$ cat src/hdl/assert_macros.svh
// ---------------------------------------------------------------------------
// Assertion macros
// Shared concurrent assertion shorthands for the distance unit.
// ---------------------------------------------------------------------------
`ifndef ASSERT_MACROS_SVH
`define ASSERT_MACROS_SVH

// Same-cycle implication, disabled while reset is asserted
`define ASSERT_IMP(label, ck, rn, ante, cons) \
    label: assert property (@(posedge ck) disable iff (!rn) (ante) |-> (cons)) \
        else $error("assertion failed: same-cycle implication");

// Next-cycle implication, disabled while reset is asserted
`define ASSERT_NXT(label, ck, rn, ante, cons) \
    label: assert property (@(posedge ck) disable iff (!rn) (ante) |=> (cons)) \
        else $error("assertion failed: next-cycle implication");

`endif

$ cat src/hdl/vdm_pkg.sv
// ---------------------------------------------------------------------------
// vdm_pkg
// Types, widths and constants shared by the vector distance unit.
// ---------------------------------------------------------------------------
package vdm_pkg;

    localparam int ELEM_W      = 16;
    localparam int ABS_W       = 26;
    localparam int SQ_W        = 43;
    localparam int NORM_W      = 42;
    localparam int DOT_W       = 43;
    localparam int DIST_W      = 26;
    localparam int PROD_W      = 113;
    localparam int MUL_B_W     = 43;
    localparam int MUL_STEPS   = 43;
    localparam int SQRT_STEPS  = 22;
    localparam int SRCH_W      = 15;
    localparam int ONE_Q14     = 16384;
    localparam int RHS_SHIFT   = 28;
    localparam int CNT_STEP_W  = 6;
    localparam int MAX_LEN_DEF = 1024;

    typedef enum logic [1:0] {
        MET_L1  = 2'd0,
        MET_L2  = 2'd1,
        MET_COS = 2'd2
    } metric_t;

    typedef enum logic [1:0] {
        MS_MAG = 2'd0,
        MS_X   = 2'd1,
        MS_Y   = 2'd2
    } mul_src_t;

    typedef struct packed {
        logic     in_ready;
        logic     sqrt_load;
        logic     sqrt_step;
        logic     srch_init;
        logic     mul_load;
        mul_src_t mul_sel;
        logic     mul_step;
        logic     rhs_load;
        logic     srch_update;
        logic     out_load;
        logic     clear;
    } vdm_cmd_t;

    typedef struct packed {
        logic       s1_last;
        logic [1:0] metric;
        logic       norm_zero;
        logic       srch_done;
        logic       out_free;
    } vdm_stat_t;

endpackage

$ cat src/hdl/vdm_ctrl.sv
// ---------------------------------------------------------------------------
// vdm_ctrl
// Sequencer: accumulate pairs, then run the square root (L2) or the cosine
// search (cosine, nonzero norms) and hand the result to the output register.
// ---------------------------------------------------------------------------
`include "assert_macros.svh"

module vdm_ctrl (
    input  logic                clk,
    input  logic                rst_n,
    input  vdm_pkg::vdm_stat_t  stat,
    output vdm_pkg::vdm_cmd_t   cmd
);
    import vdm_pkg::*;

    typedef enum logic [3:0] {
        S_ACC,
        S_SEL,
        S_SQRT,
        S_MAG,
        S_RHS,
        S_MID,
        S_MX,
        S_MYL,
        S_MY,
        S_CMP,
        S_OUT
    } state_t;

    state_t                 state_reg, state_next;
    logic [CNT_STEP_W-1:0]  cnt_reg, cnt_next;
    logic                   mul_last;
    logic                   sqrt_last;

    assign mul_last  = (cnt_reg == CNT_STEP_W'(MUL_STEPS - 1));
    assign sqrt_last = (cnt_reg == CNT_STEP_W'(SQRT_STEPS - 1));

    // next state and commands
    always_comb
    begin
        state_next = state_reg;
        cnt_next   = cnt_reg;
        cmd        = '0;
        cmd.mul_sel = MS_MAG;
        case (state_reg)
            S_ACC:
            begin
                cmd.in_ready = ~stat.s1_last;
                if (stat.s1_last)
                begin
                    state_next = S_SEL;
                end
            end
            S_SEL:
            begin
                cnt_next = '0;
                if (stat.metric == MET_L2)
                begin
                    cmd.sqrt_load = 1'b1;
                    state_next    = S_SQRT;
                end
                else if (stat.metric == MET_COS && !stat.norm_zero)
                begin
                    cmd.mul_load  = 1'b1;
                    cmd.mul_sel   = MS_MAG;
                    cmd.srch_init = 1'b1;
                    state_next    = S_MAG;
                end
                else
                begin
                    state_next = S_OUT;
                end
            end
            S_SQRT:
            begin
                cmd.sqrt_step = 1'b1;
                cnt_next      = cnt_reg + CNT_STEP_W'(1);
                if (sqrt_last)
                begin
                    state_next = S_OUT;
                end
            end
            S_MAG:
            begin
                cmd.mul_step = 1'b1;
                cnt_next     = cnt_reg + CNT_STEP_W'(1);
                if (mul_last)
                begin
                    state_next = S_RHS;
                end
            end
            S_RHS:
            begin
                cmd.rhs_load = 1'b1;
                state_next   = S_MID;
            end
            S_MID:
            begin
                cnt_next = '0;
                if (stat.srch_done)
                begin
                    state_next = S_OUT;
                end
                else
                begin
                    cmd.mul_load = 1'b1;
                    cmd.mul_sel  = MS_X;
                    state_next   = S_MX;
                end
            end
            S_MX:
            begin
                cmd.mul_step = 1'b1;
                cnt_next     = cnt_reg + CNT_STEP_W'(1);
                if (mul_last)
                begin
                    state_next = S_MYL;
                end
            end
            S_MYL:
            begin
                cnt_next     = '0;
                cmd.mul_load = 1'b1;
                cmd.mul_sel  = MS_Y;
                state_next   = S_MY;
            end
            S_MY:
            begin
                cmd.mul_step = 1'b1;
                cnt_next     = cnt_reg + CNT_STEP_W'(1);
                if (mul_last)
                begin
                    state_next = S_CMP;
                end
            end
            S_CMP:
            begin
                cmd.srch_update = 1'b1;
                state_next      = S_MID;
            end
            S_OUT:
            begin
                if (stat.out_free)
                begin
                    cmd.out_load = 1'b1;
                    cmd.clear    = 1'b1;
                    state_next   = S_ACC;
                end
            end
            default:
            begin
                state_next = S_ACC;
            end
        endcase
    end

    // hold state and step count
    always_ff @(posedge clk or negedge rst_n)
    begin
        if (!rst_n)
        begin
            state_reg <= S_ACC;
            cnt_reg   <= '0;
        end
        else
        begin
            state_reg <= state_next;
            cnt_reg   <= cnt_next;
        end
    end

    `ASSERT_IMP(a_ready_only_acc, clk, rst_n, cmd.in_ready, state_reg == S_ACC)
    `ASSERT_NXT(a_sqrt_ends, clk, rst_n, state_reg == S_SQRT && sqrt_last, state_reg == S_OUT)
    `ASSERT_IMP(a_load_free, clk, rst_n, cmd.out_load, stat.out_free && state_reg == S_OUT)

endmodule

$ cat config.mk
export PLATFORM = sky130hd
export DESIGN_NAME = vdm_ctrl
export DESIGN_NICKNAME = d
export VERILOG_FILES = /design/src/hdl/vdm_pkg.sv /design/src/hdl/vdm_ctrl.sv
export VERILOG_INCLUDE_DIRS = /design/src /design/src/hdl
export SDC_FILE = /design/constraint.sdc
export NUM_CORES = 1
export LEC_CHECK = 0
export ABC_AREA = 1
export BUFFER_PORTS_ARGS = -buffer_cell sky130_fd_sc_hd__buf_2
export CORE_MARGIN = 1
export CORE_UTILIZATION = 55
export DETAILED_ROUTE_END_ITERATION = 10
export PLACE_DENSITY_LB_ADDON = 0.2
export SYNTH_ARGS = -nofsm -noshare
export SYNTH_HDL_FRONTEND = slang
export SYNTH_SLANG_ARGS = --single-unit
$ cat constraint.sdc
create_clock -name clk -period 2.3 [get_ports clk]
set_clock_uncertainty 0.1 [all_clocks]
set_input_delay 0 -clock clk [delete_from_list [all_inputs] [get_ports clk]]
set_output_delay 0 -clock clk [all_outputs]
set_load 0.02 [all_outputs]
Word level (Yosys, flattened, before mapping). Cells that the tools add are included.

Input port bits: 8. Output and inout port bits: 12. Word-level logic and storage cells: 58. Register bits after elaboration: 10.

Reduce and logical (&&, ||, !) cells: 9. $add $sub $neg: 1. Equality and inequality tests: 20. Multiplexer cells: 25. Bitwise logic cells: 1.

Operators with widths (number): $mux 4 (11); $pmux 4 s10 (1); $eq 4x3->1 const B (4); $eq 4x4->1 const B (3); $ne 2x2->1 const B (6); $pmux 6 s2 (1); $pmux 3 s3 (1); $eq 4x2->1 const B (2); $mux 1 (8); $add 6x1->6 const B (1); $eq 6x5->1 const B (1); $eq 6x6->1 const B (1); $reduce_and 6->1 (1); $reduce_or 3->1 (2); $eq 4x1->1 const B (1); $logic_not 4->1 (1); $mux 2 (2); $reduce_or 4->1 (1); $mux 3 (1); $eq 2x1->1 const B (1); $eq 2x2->1 const B (1); $reduce_bool 2->1 (1); $reduce_or 2->1 (1); $logic_and 1x1->1 (1); 2 further kinds (2).

Depth between registers and ports, before layout. Gate-level depths: netlist (run 1).

Word-level depth: 5. Gate-level depth with buffers: 9. Mapped depth without buffers: 9.

Worst setup path after synthesis (run 1). No wires, ideal clock.

Path type: register to output. Start: reg state_reg[0]. End: out cmd[1] in the netlist's numbering. Required time: 2.200 ns. Arrival time: 1.381 ns. Slack: 0.819 ns. Cell stages (with the launch flop): 6. Buffers on the path: 2. Cell sequence: dfrtp_1 > buf_6 > inv_1 > nand2_1 > nor3_1 > buf_4.

RTL lines: start: declaration (RTL line vdm_ctrl.sv:30) `state_t state_reg, state_next;`; start signal: assignment (RTL line vdm_ctrl.sv:167) `state_reg <= state_next;`; end: declaration (RTL line vdm_ctrl.sv:12) `output vdm_pkg::vdm_cmd_t cmd`.

==> impl_metrics.toml, run 1 <==
[die]
die_height_um = 40.84
die_w_um = 40.84
start_util_pct = 61.45
placement_rows = 13
io_pins = 20
placeableCoreArea_mm2 = 0.001350
dieArea_mm2 = 0.001668

[placed_design]
hpwl_mm = 1.540
io_buffer_count = 19
placed_cell_area_um2 = 924.6
gp_congestion = 0.8745
placed_cells = 167

[cells_and_area]
multi_input_area_um2 = 485.5
regArea_um2 = 250.2
antennaDiodeCount = 0
largest_reg_flops = 6
nNetsFinal = 169
nFillCells = 134
fin_cells = 172
area_delta_synth_final_pct = 17.04
stdcell_area_um2 = 970.9
drive_gt1_share_pct = 19.75

[drt]
drcViolationCount = 0
drtIter0Drc = 14
vias = 880
viasPerCell = 5.116
routedWlPerCell_um = 11.19
first_pass_iters = 4
ant_nets = 0
totalWireLength_mm = 1.924

[cts]
clk_pin_slew_ps = 70
cts.sinks = 10
root_buffer = "clkbuf_4"
cts_resized = 0
cts_setup_buffers = 0
numCtsBuffers = 3
ctsLongestPathBuffers = 2
cts_tree = "yes"
cts_hold_buf = 1
clk_latency_ps = 270
cts.htree.levels = 1

[global_route]
grt_use_met2_pct = 52.73
use_met1_pct = 27.76
grt_pass1_vias = 766
grt_busiest_layer = "met2"
grt_usage_pct = 27.75
gr-total-overflow = 0
grt_pass1_wl_mm = 2.960
gr-usage-met3_pct = 8.152
antenna_found_initial = 0
grt_max_degree = 11

[yosys]
yosysWarnings = 0
synth_seq_cells = 10
syn_nets = 146
netlist_area_um2 = 829.5
syn_area_per_cell_um2 = 6.145
ys_seq_area_share_pct = 30.17
synthCells = 135
yosysUniqueCellTypes = 17

[setup_path]
crit_type = "flip-flop to output port"
path_common_cell = "nand2_1"
cp_top_family = "simple AND/OR/NAND/NOR gates"
crit_chain = "nor2_1 > inv_1 > nor2_2 > nand2_1 > nand2_1 > buf_2"
arrival_ps = 1610
endpoint_kind = "output port"
cpPeakStageDelay_ps = 440
worst_setup_path_start_kind = "flip-flop"
crit_required_ps = 2200
cp.buffers_inverters = 2
crit_path_top_delay_cell = "dfrtp_1"
path_max_fanout = 6

[sta]
hold_viol_final = 0
report.final.slew_viol_count = 0
setup_viol = 0
worst_pin_slew_ps = 315.7
rsz0062_at_grt = "false"
slew_headroom_pct = 78.87
fin_crit_ps = 1710
clock.fmax_mhz = 584.7
timing.hold.ws_ps = 16.84
fin_crit_sh_pct = 74.35
fin_tns_setup_ps = 0

[power]
power.total_w = 0.001143
leakage_nw = 0.6299
power_density_mw_per_mm2 = 1177
ir_drop_uv = 655.9

[hold_path]
hp-class = "input port to async pin"

[job]
maxCapViolCount = 0

[run_status]
outcome = "complete, no violations"
## per-layer routing
layer / up-vias / share of wire (%)
met1: 393 / 42
met4: 0 / 0.99
li1: 464 / -
met5: - / 0
met2: 19 / 53
met3: 4 / 3.8
## layout make-up
cell class / instances / area share [%]
multi-input cells: 103 / 50.00
flip-flops and latches: 10 / 25.77
repair buffers: 20 / 10.82
inverters: 20 / 7.732
clock buffers: 4 / 3.737
well taps: 15 / 1.933
## worst reg2reg max path, stage by stage (launching register included)
cell     delay (ps)
dfrtp_1         470
nor2_1          260
nand2_1         150
nand4_1         250
nand3_1         120
nand2_1          80
## path summary, 6_finish.rpt
check	start	to	slack (ps)	depth (start not counted)
hold reg to reg	cnt_reg[3]	cnt_reg[3]	440	2
setup reg to reg	state_reg[1]	cnt_reg[2]	800	5
hold / removal	rst_n	state_reg[2]	20	2
setup / recovery	state_reg[2]	cmd[7]	590	6
min in group clk	stat[3]	state_reg[3]	100	6
max in group asynchronous	rst_n	cnt_reg[0]	1880	2
## cell families after synthesis
family	Yosys count	share of synthesized area (%)
xor+xnor	1	1.056
buf+inv	22	11.31
flops	10	30.17
simple gates	98	51.89
compound gates	1	1.056
fa+ha+maj	3	4.525
## report_power, final
| part | internal, W | total (W) | switching [W] |
|---|---|---|---|
| Sequential | 0.000234 | 0.000320 | 0.0000854 |
| Combinational | 0.000218 | 0.000665 | 0.000447 |
| Clock | 0.0000962 | 0.000158 | 0.0000622 |
| Total | 0.000548 | 0.00114 | 0.000595 |
## layout by cell type, fill, tap and decap left out, types with 2 or more instances in the layout
master / Yosys / layout
nor3_1: 4 / 4
inv_1: 20 / 20
nand2_1: 40 / 40
ha_1: 3 / 3
buf_2: 0 / 19
nor2_2: 4 / 4
dfrtp_1: 10 / 10
nand3b_1: 2 / 2
nor2_1: 23 / 23
nand3_1: 21 / 21
clkbuf_4: 0 / 3
## through the flow
step | utilization, % | setup WS [ps]
after floorplan | - | 819.4
after global placement | 68.49 | 826.8
after detailed placement | 68.49 | 812.7
after CTS | 71.92 | 588.1
after global routing | 71.92 | 421.6
final | 71.92 | 589.8
## cells in the mapped netlist, drive strengths merged
| library cell | number | area [µm²] |
|---|---|---|
| nand3 | 22 | 115.1 |
| nor3 | 4 | 20.02 |
| buf | 2 | 18.77 |
| dfrtp | 10 | 250.2 |
| nand2 | 41 | 156.4 |
| xor2 | 1 | 8.760 |
| nand4 | 1 | 6.260 |
| nand3b | 2 | 15.01 |
| ha | 3 | 37.54 |
| a21oi | 1 | 8.760 |
| inv | 20 | 75.07 |
| or2 | 1 | 6.260 |
| nor2 | 27 | 111.4 |
(Power assumes the default switching activity.)
==> run 2, diff against run 1 <==
--- a/config.mk
+++ b/config.mk
@@ -9,7 +9,7 @@
 export ABC_AREA = 1
 export BUFFER_PORTS_ARGS = -buffer_cell sky130_fd_sc_hd__buf_2
 export CORE_MARGIN = 1
-export CORE_UTILIZATION = 55
+export CORE_UTILIZATION = 51
 export DETAILED_ROUTE_END_ITERATION = 10
 export PLACE_DENSITY_LB_ADDON = 0.2
 export SYNTH_ARGS = -nofsm -noshare
==> constraint.sdc (replaced) <==
create_clock -name clk -period 1.6 [get_ports clk]
set_clock_uncertainty 0.1 [all_clocks]
set_input_delay 0 -clock clk [delete_from_list [all_inputs] [get_ports clk]]
set_output_delay 0 -clock clk [all_outputs]
set_load 0.02 [all_outputs]
==> run 2 against run 1 <==
Effect of this change:
- combinational power rose by 58%
- routed wire length is 4.3% higher
- clock-buffer cell count stayed put
- power up 55%
- worst hold slack got worse by 14 ps
- cell count increased by 2.3%
- sequential share of layout area fell by 0.53 points
- worst setup slack worse by 510 ps
- non-clock buffer count up 3
- via count up 3.1%
- critical path type unchanged
- largest cell class unchanged
==> impl_metrics.toml, run 2 (synthesis gave the netlist of run 1 again) <==
[cts]
numCtsBuffers = 3
ctsLongestPathBuffers = 2
root_buffer = "clkbuf_4"
clk_latency_ps = 270
cts.htree.levels = 1
cts_tree = "yes"
cts.sinks = 10
clk_pin_slew_ps = 70

[sta]
rsz0062_at_grt = "false"
fin_crit_sh_pct = 95.02
setup_viol = 0
fin_crit_ps = 1520
timing.hold.ws_ps = 3.177
worst_pin_slew_ps = 309.0
report.final.slew_viol_count = 0
hold_viol_final = 0
clock.fmax_mhz = 657.8
slew_headroom_pct = 79.40
fin_tns_setup_ps = 0

[power]
leakage_nw = 0.6415
p_int_w = 0.0008551
p_sw_share_pct = 51.58
ir_drop_uv = 1037
power.share.sequential_pct = 27.5
power.switching_w = 0.0009108
combPwrFrac_pct = 59.3
power_density_mw_per_mm2 = 1738
power.total_w = 0.001766
power_frac_clock_pct = 13.3

[placed_design]
hpwl_mm = 1.506
placed_cells = 168
gp_congestion = 0.9031
placed_cell_area_um2 = 925.9
io_buffer_count = 19

[global_route]
grt_max_degree = 11
grt_usage_pct = 25.25
grt_pass1_vias = 837
grt_pass1_wl_mm = 3.429
gr-total-overflow = 0
antenna_found_initial = 0

[die]
io_pins = 20
placement_rows = 14
die_w_um = 42.33
die_height_um = 42.33
dieArea_mm2 = 0.001792
placeableCoreArea_mm2 = 0.001506
start_util_pct = 55.07

[setup_path]
crit_required_ps = 1500
crit_path_top_delay_cell = "dfrtp_2"
crit_chain = "inv_1 > nand2_2 > nor2_2 > nand2_2 > nand2_1 > buf_2"
worst_setup_path_start_kind = "flip-flop"
arrival_ps = 1420
cpPeakStageDelay_ps = 460
crit_type = "flip-flop to output port"
endpoint_kind = "output port"
path_max_fanout = 7
path_common_cell = "nand2_2"

[cells_and_area]
area_delta_synth_final_pct = 22.47
stdcell_area_mm2 = 0.001016
largest_reg_flops = 6
nNetsFinal = 172
antennaDiodeCount = 0
drive_gt1_share_pct = 26.88
layout_commonest_cell = "nand2_1"
final_cell_mix = "nand2_1, nor2_1, nand3_1, inv_1, buf_2"
fin_cells = 176

[drt]
totalWireLength_mm = 2.006
vias = 907
drcViolationCount = 0
ant_nets = 0
routedWlPerCell_um = 11.40
drtIter0Drc = 31
viasPerCell = 5.153
first_pass_iters = 4

[run_status]
outcome = "complete, no violations"

[hold_path]
hp-class = "input port to async pin"

[job]
maxCapViolCount = 0
-- run 2: cell types whose count changed in the layout (fill, tap and decap cells not counted), sizes merged --
cell / before / now
buf: 19 / 22
-- run 2: area by class of cell --
type / instances / area [µm²]
clock buffers: 4 / 36.28
fillers: 141 / 490.5
inverters: 20 / 75.07
multi-input cells: 103 / 500.5
flip-flops and latches: 10 / 256.5
well taps: 16 / 20.02
repair buffers: 23 / 127.6
-- run 2: what timing repair did --
action                                  4_1_cts  5_1_grt
hold buffers                                  1        0
endpoints found under the hold margin        10        0
resized for setup                             5        5
endpoints found under the setup margin        3       14
pin swaps                                     2        4
buffers inserted                              1        2
-- run 2: power groups by stage --
stage	sequential [W]	combinational, W	clock, W
floorplan	0.000412	0.000785	0
global placement	0.000454	0.000945	0
detailed placement	0.000462	0.000960	0
CTS	0.000471	0.000997	0.000237
global route	0.000500	0.00119	0.000245
finish	0.000485	0.00105	0.000234
-- run 2: routing by layer --
metal / GRT usage [%] / up-vias / share of wire, %
met5: 0 / - / 0
met4: 14.37 / 0 / 2.6
met3: 1.293 / 6 / 4.6
met2: 42.46 / 36 / 48
met1: 32.04 / 398 / 45
li1: - / 467 / -
-- run 2: path summary, 6_finish.rpt --
path / slack, ps / cells after the start / from / end
min in group clk: 120 / 6 / stat[3] / state_reg[3]
worst max register to register: 100 / 9 / cnt_reg[1] / state_reg[3]
worst max-delay path: 80 / 6 / state_reg[1] / cmd[7]
worst min-delay path: 3 / 2 / rst_n / cnt_reg[4]
max in group asynchronous: 1190 / 2 / rst_n / state_reg[3]
worst min register to register: 420 / 2 / cnt_reg[3] / cnt_reg[3]
-- run 2: per-stage QoR --
stage,setup slack (ps),utilization (%)
CTS,18.57,65.78
global placement,88.58,61.46
finish,79.71,67.44
global route,4.078,67.44
floorplan,119.4,-
detailed placement,28.33,61.46
-- run 2: critical path, delay by kind of cell, from the launching register on --
kind | cells | cell delay, ps
flip-flops | 1 | 460
AND/OR/NAND/NOR | 4 | 420
buffers and inverters | 2 | 270
==> run 3, diff against run 2 <==
--- a/config.mk
+++ b/config.mk
@@ -12,6 +12,7 @@
 export CORE_UTILIZATION = 51
 export DETAILED_ROUTE_END_ITERATION = 10
 export PLACE_DENSITY_LB_ADDON = 0.2
+export SETUP_SLACK_MARGIN = 0.15
 export SYNTH_ARGS = -nofsm -noshare
 export SYNTH_HDL_FRONTEND = slang
 export SYNTH_SLANG_ARGS = --single-unit
==> run 3 against run 2 <==
Effect of this change:
- cell count increased by 1.7%
- critical path type unchanged
- critical endpoint unchanged
- via count increased by 8.7%
- power increased by 18%
==> impl_metrics.toml, run 3 (synthesis gave the netlist of run 1 again) <==
[setup_path]
arrival_ps = 1410
worst_setup_path_start_kind = "flip-flop"
cp_top_family = "flip-flops"
crit_path_top_delay_cell = "dfrtp_2"
crit_required_ps = 1500
path_common_cell = "buf_4"
path_max_fanout = 8
crit_chain = "nand2_2 > buf_4 > nor2_2 > nor2_1 > nand2_1 > buf_4"
cp.buffers_inverters = 2
cpPeakStageDelay_ps = 520
crit_type = "flip-flop to output port"
r2r-start = "state_reg[0]"
endpoint_kind = "output port"
cp-startpoint = "state_reg[0]"

[cells_and_area]
antennaDiodeCount = 0
drive_gt1_share_pct = 38.65
layout_commonest_cell = "nand2_1"
final_cell_mix = "nand2_1, nand3_1, inv_1, nor2_1, buf_2"
area_delta_synth_final_pct = 39.07
largest_reg_flops = 6
nNetsFinal = 175
fin_cells = 179
final_core_util_pct = 76.58
stdcell_area_mm2 = 0.001154

[global_route]
grt_pass1_vias = 892
grt_usage_pct = 25.29
grt_pass1_wl_mm = 3.546
gr-total-overflow = 0
antenna_found_initial = 0
grt_max_degree = 11

[drt]
dr.max_layer_used = "met4"
wl_met2_mm = 1.247
routedWlPerCell_um = 13.42
met1_length_um = 987
totalWireLength_mm = 2.402
first_pass_iters = 5
drtIter0Drc = 25
viasPerCell = 5.508
routed-wl-met3_um = 115
drcViolationCount = 0
vias = 986
ant_nets = 0

[sta]
rsz0062_at_grt = "true"
setup_viol = 0
slew_headroom_pct = 82.15
worst_pin_slew_ps = 267.0
timing.hold.ws_ps = 91.06
fin_tns_setup_ps = 0
fin_crit_ps = 1509
fin_crit_sh_pct = 94.32
report.final.slew_viol_count = 0
hold_viol_final = 0
clock.fmax_mhz = 662.7

[placed_design]
hpwl_mm = 1.506
gp_congestion = 0.8940
io_buffer_count = 19
placed_cell_area_um2 = 940.9
placed_cells = 169

[die]
dieArea_mm2 = 0.001792
start_util_pct = 55.07
placeableCoreArea_mm2 = 0.001506
die_w_um = 42.33
placement_rows = 14
die_height_um = 42.33
io_pins = 20

[cts]
ctsLongestPathBuffers = 2
cts.htree.levels = 1
numCtsBuffers = 3
root_buffer = "clkbuf_4"
clk_pin_slew_ps = 70
cts_tree = "yes"
clk_latency_ps = 260
cts.sinks = 10

[power]
ir_drop_uv = 980.4
power_density_mw_per_mm2 = 1802
leakage_nw = 0.6813

[hold_path]
hp-class = "input port to async pin"

[run_status]
outcome = "complete, no violations"

[job]
maxCapViolCount = 0
-- run 3: repair_timing --
| item | in CTS | in global routing |
|---|---|---|
| buffers inserted | 3 | 2 |
| resized for setup | 8 | 35 |
| endpoints found under the hold margin | 10 | 0 |
| setup endpoints to repair | 14 | 17 |
| pin swaps | 3 | 10 |
| hold buffers | 1 | 0 |
-- run 3: final cells by class --
type                            count  area (µm²)
Sequential cell                    10       255.2
Multi-Input combinational cell    103       593.1
Fill cell                         109       352.8
Inverter                           20       75.07
Clock buffer                        4       36.28
Timing Repair Buffer               26       173.9
Tap cell                           16       20.02
-- run 3: power breakdown --
group          total, W  switching [W]  internal (W)
sequential     0.000509       0.000165      0.000344
combinational   0.00134       0.000838      0.000505
clock          0.000226      0.0000882      0.000138
-- run 3: final timing paths --
kind                                 to  slack, ps  cells past startpoint
setup / recovery                 cmd[7]         90                      6
hold / removal               cnt_reg[1]         90                      2
setup reg to reg             cnt_reg[3]        130                      6
hold reg to reg              cnt_reg[3]        420                      2
max in group asynchronous  state_reg[2]       1090                      2
min in group clk           state_reg[3]        140                      6
-- run 3: layer usage --
metal  GRT usage (%)  up-vias
met5               0        -
met4           9.375        0
met3           3.879        8
met2           44.00       45
met1           31.32      459
li1                -      474
-- run 3: stage by stage --
step | setup slack, ps | power [W]
final | 90.91 | 0.002079
after global routing | 26.47 | 0.002250
after CTS | 132.5 | 0.001758
after detailed placement | 107.6 | 0.001438
after global placement | 79.13 | 0.001426
after floorplan | 199.3 | 0.001206
-- run 3: worst register-to-register path: stages, from the launching register on --
cell and delay (ps):
dfrtp_2 510, nand2_2 130, inv_2 70, nand2_4 70, nand4_1 240, nand3b_1 180
nand2_1 60
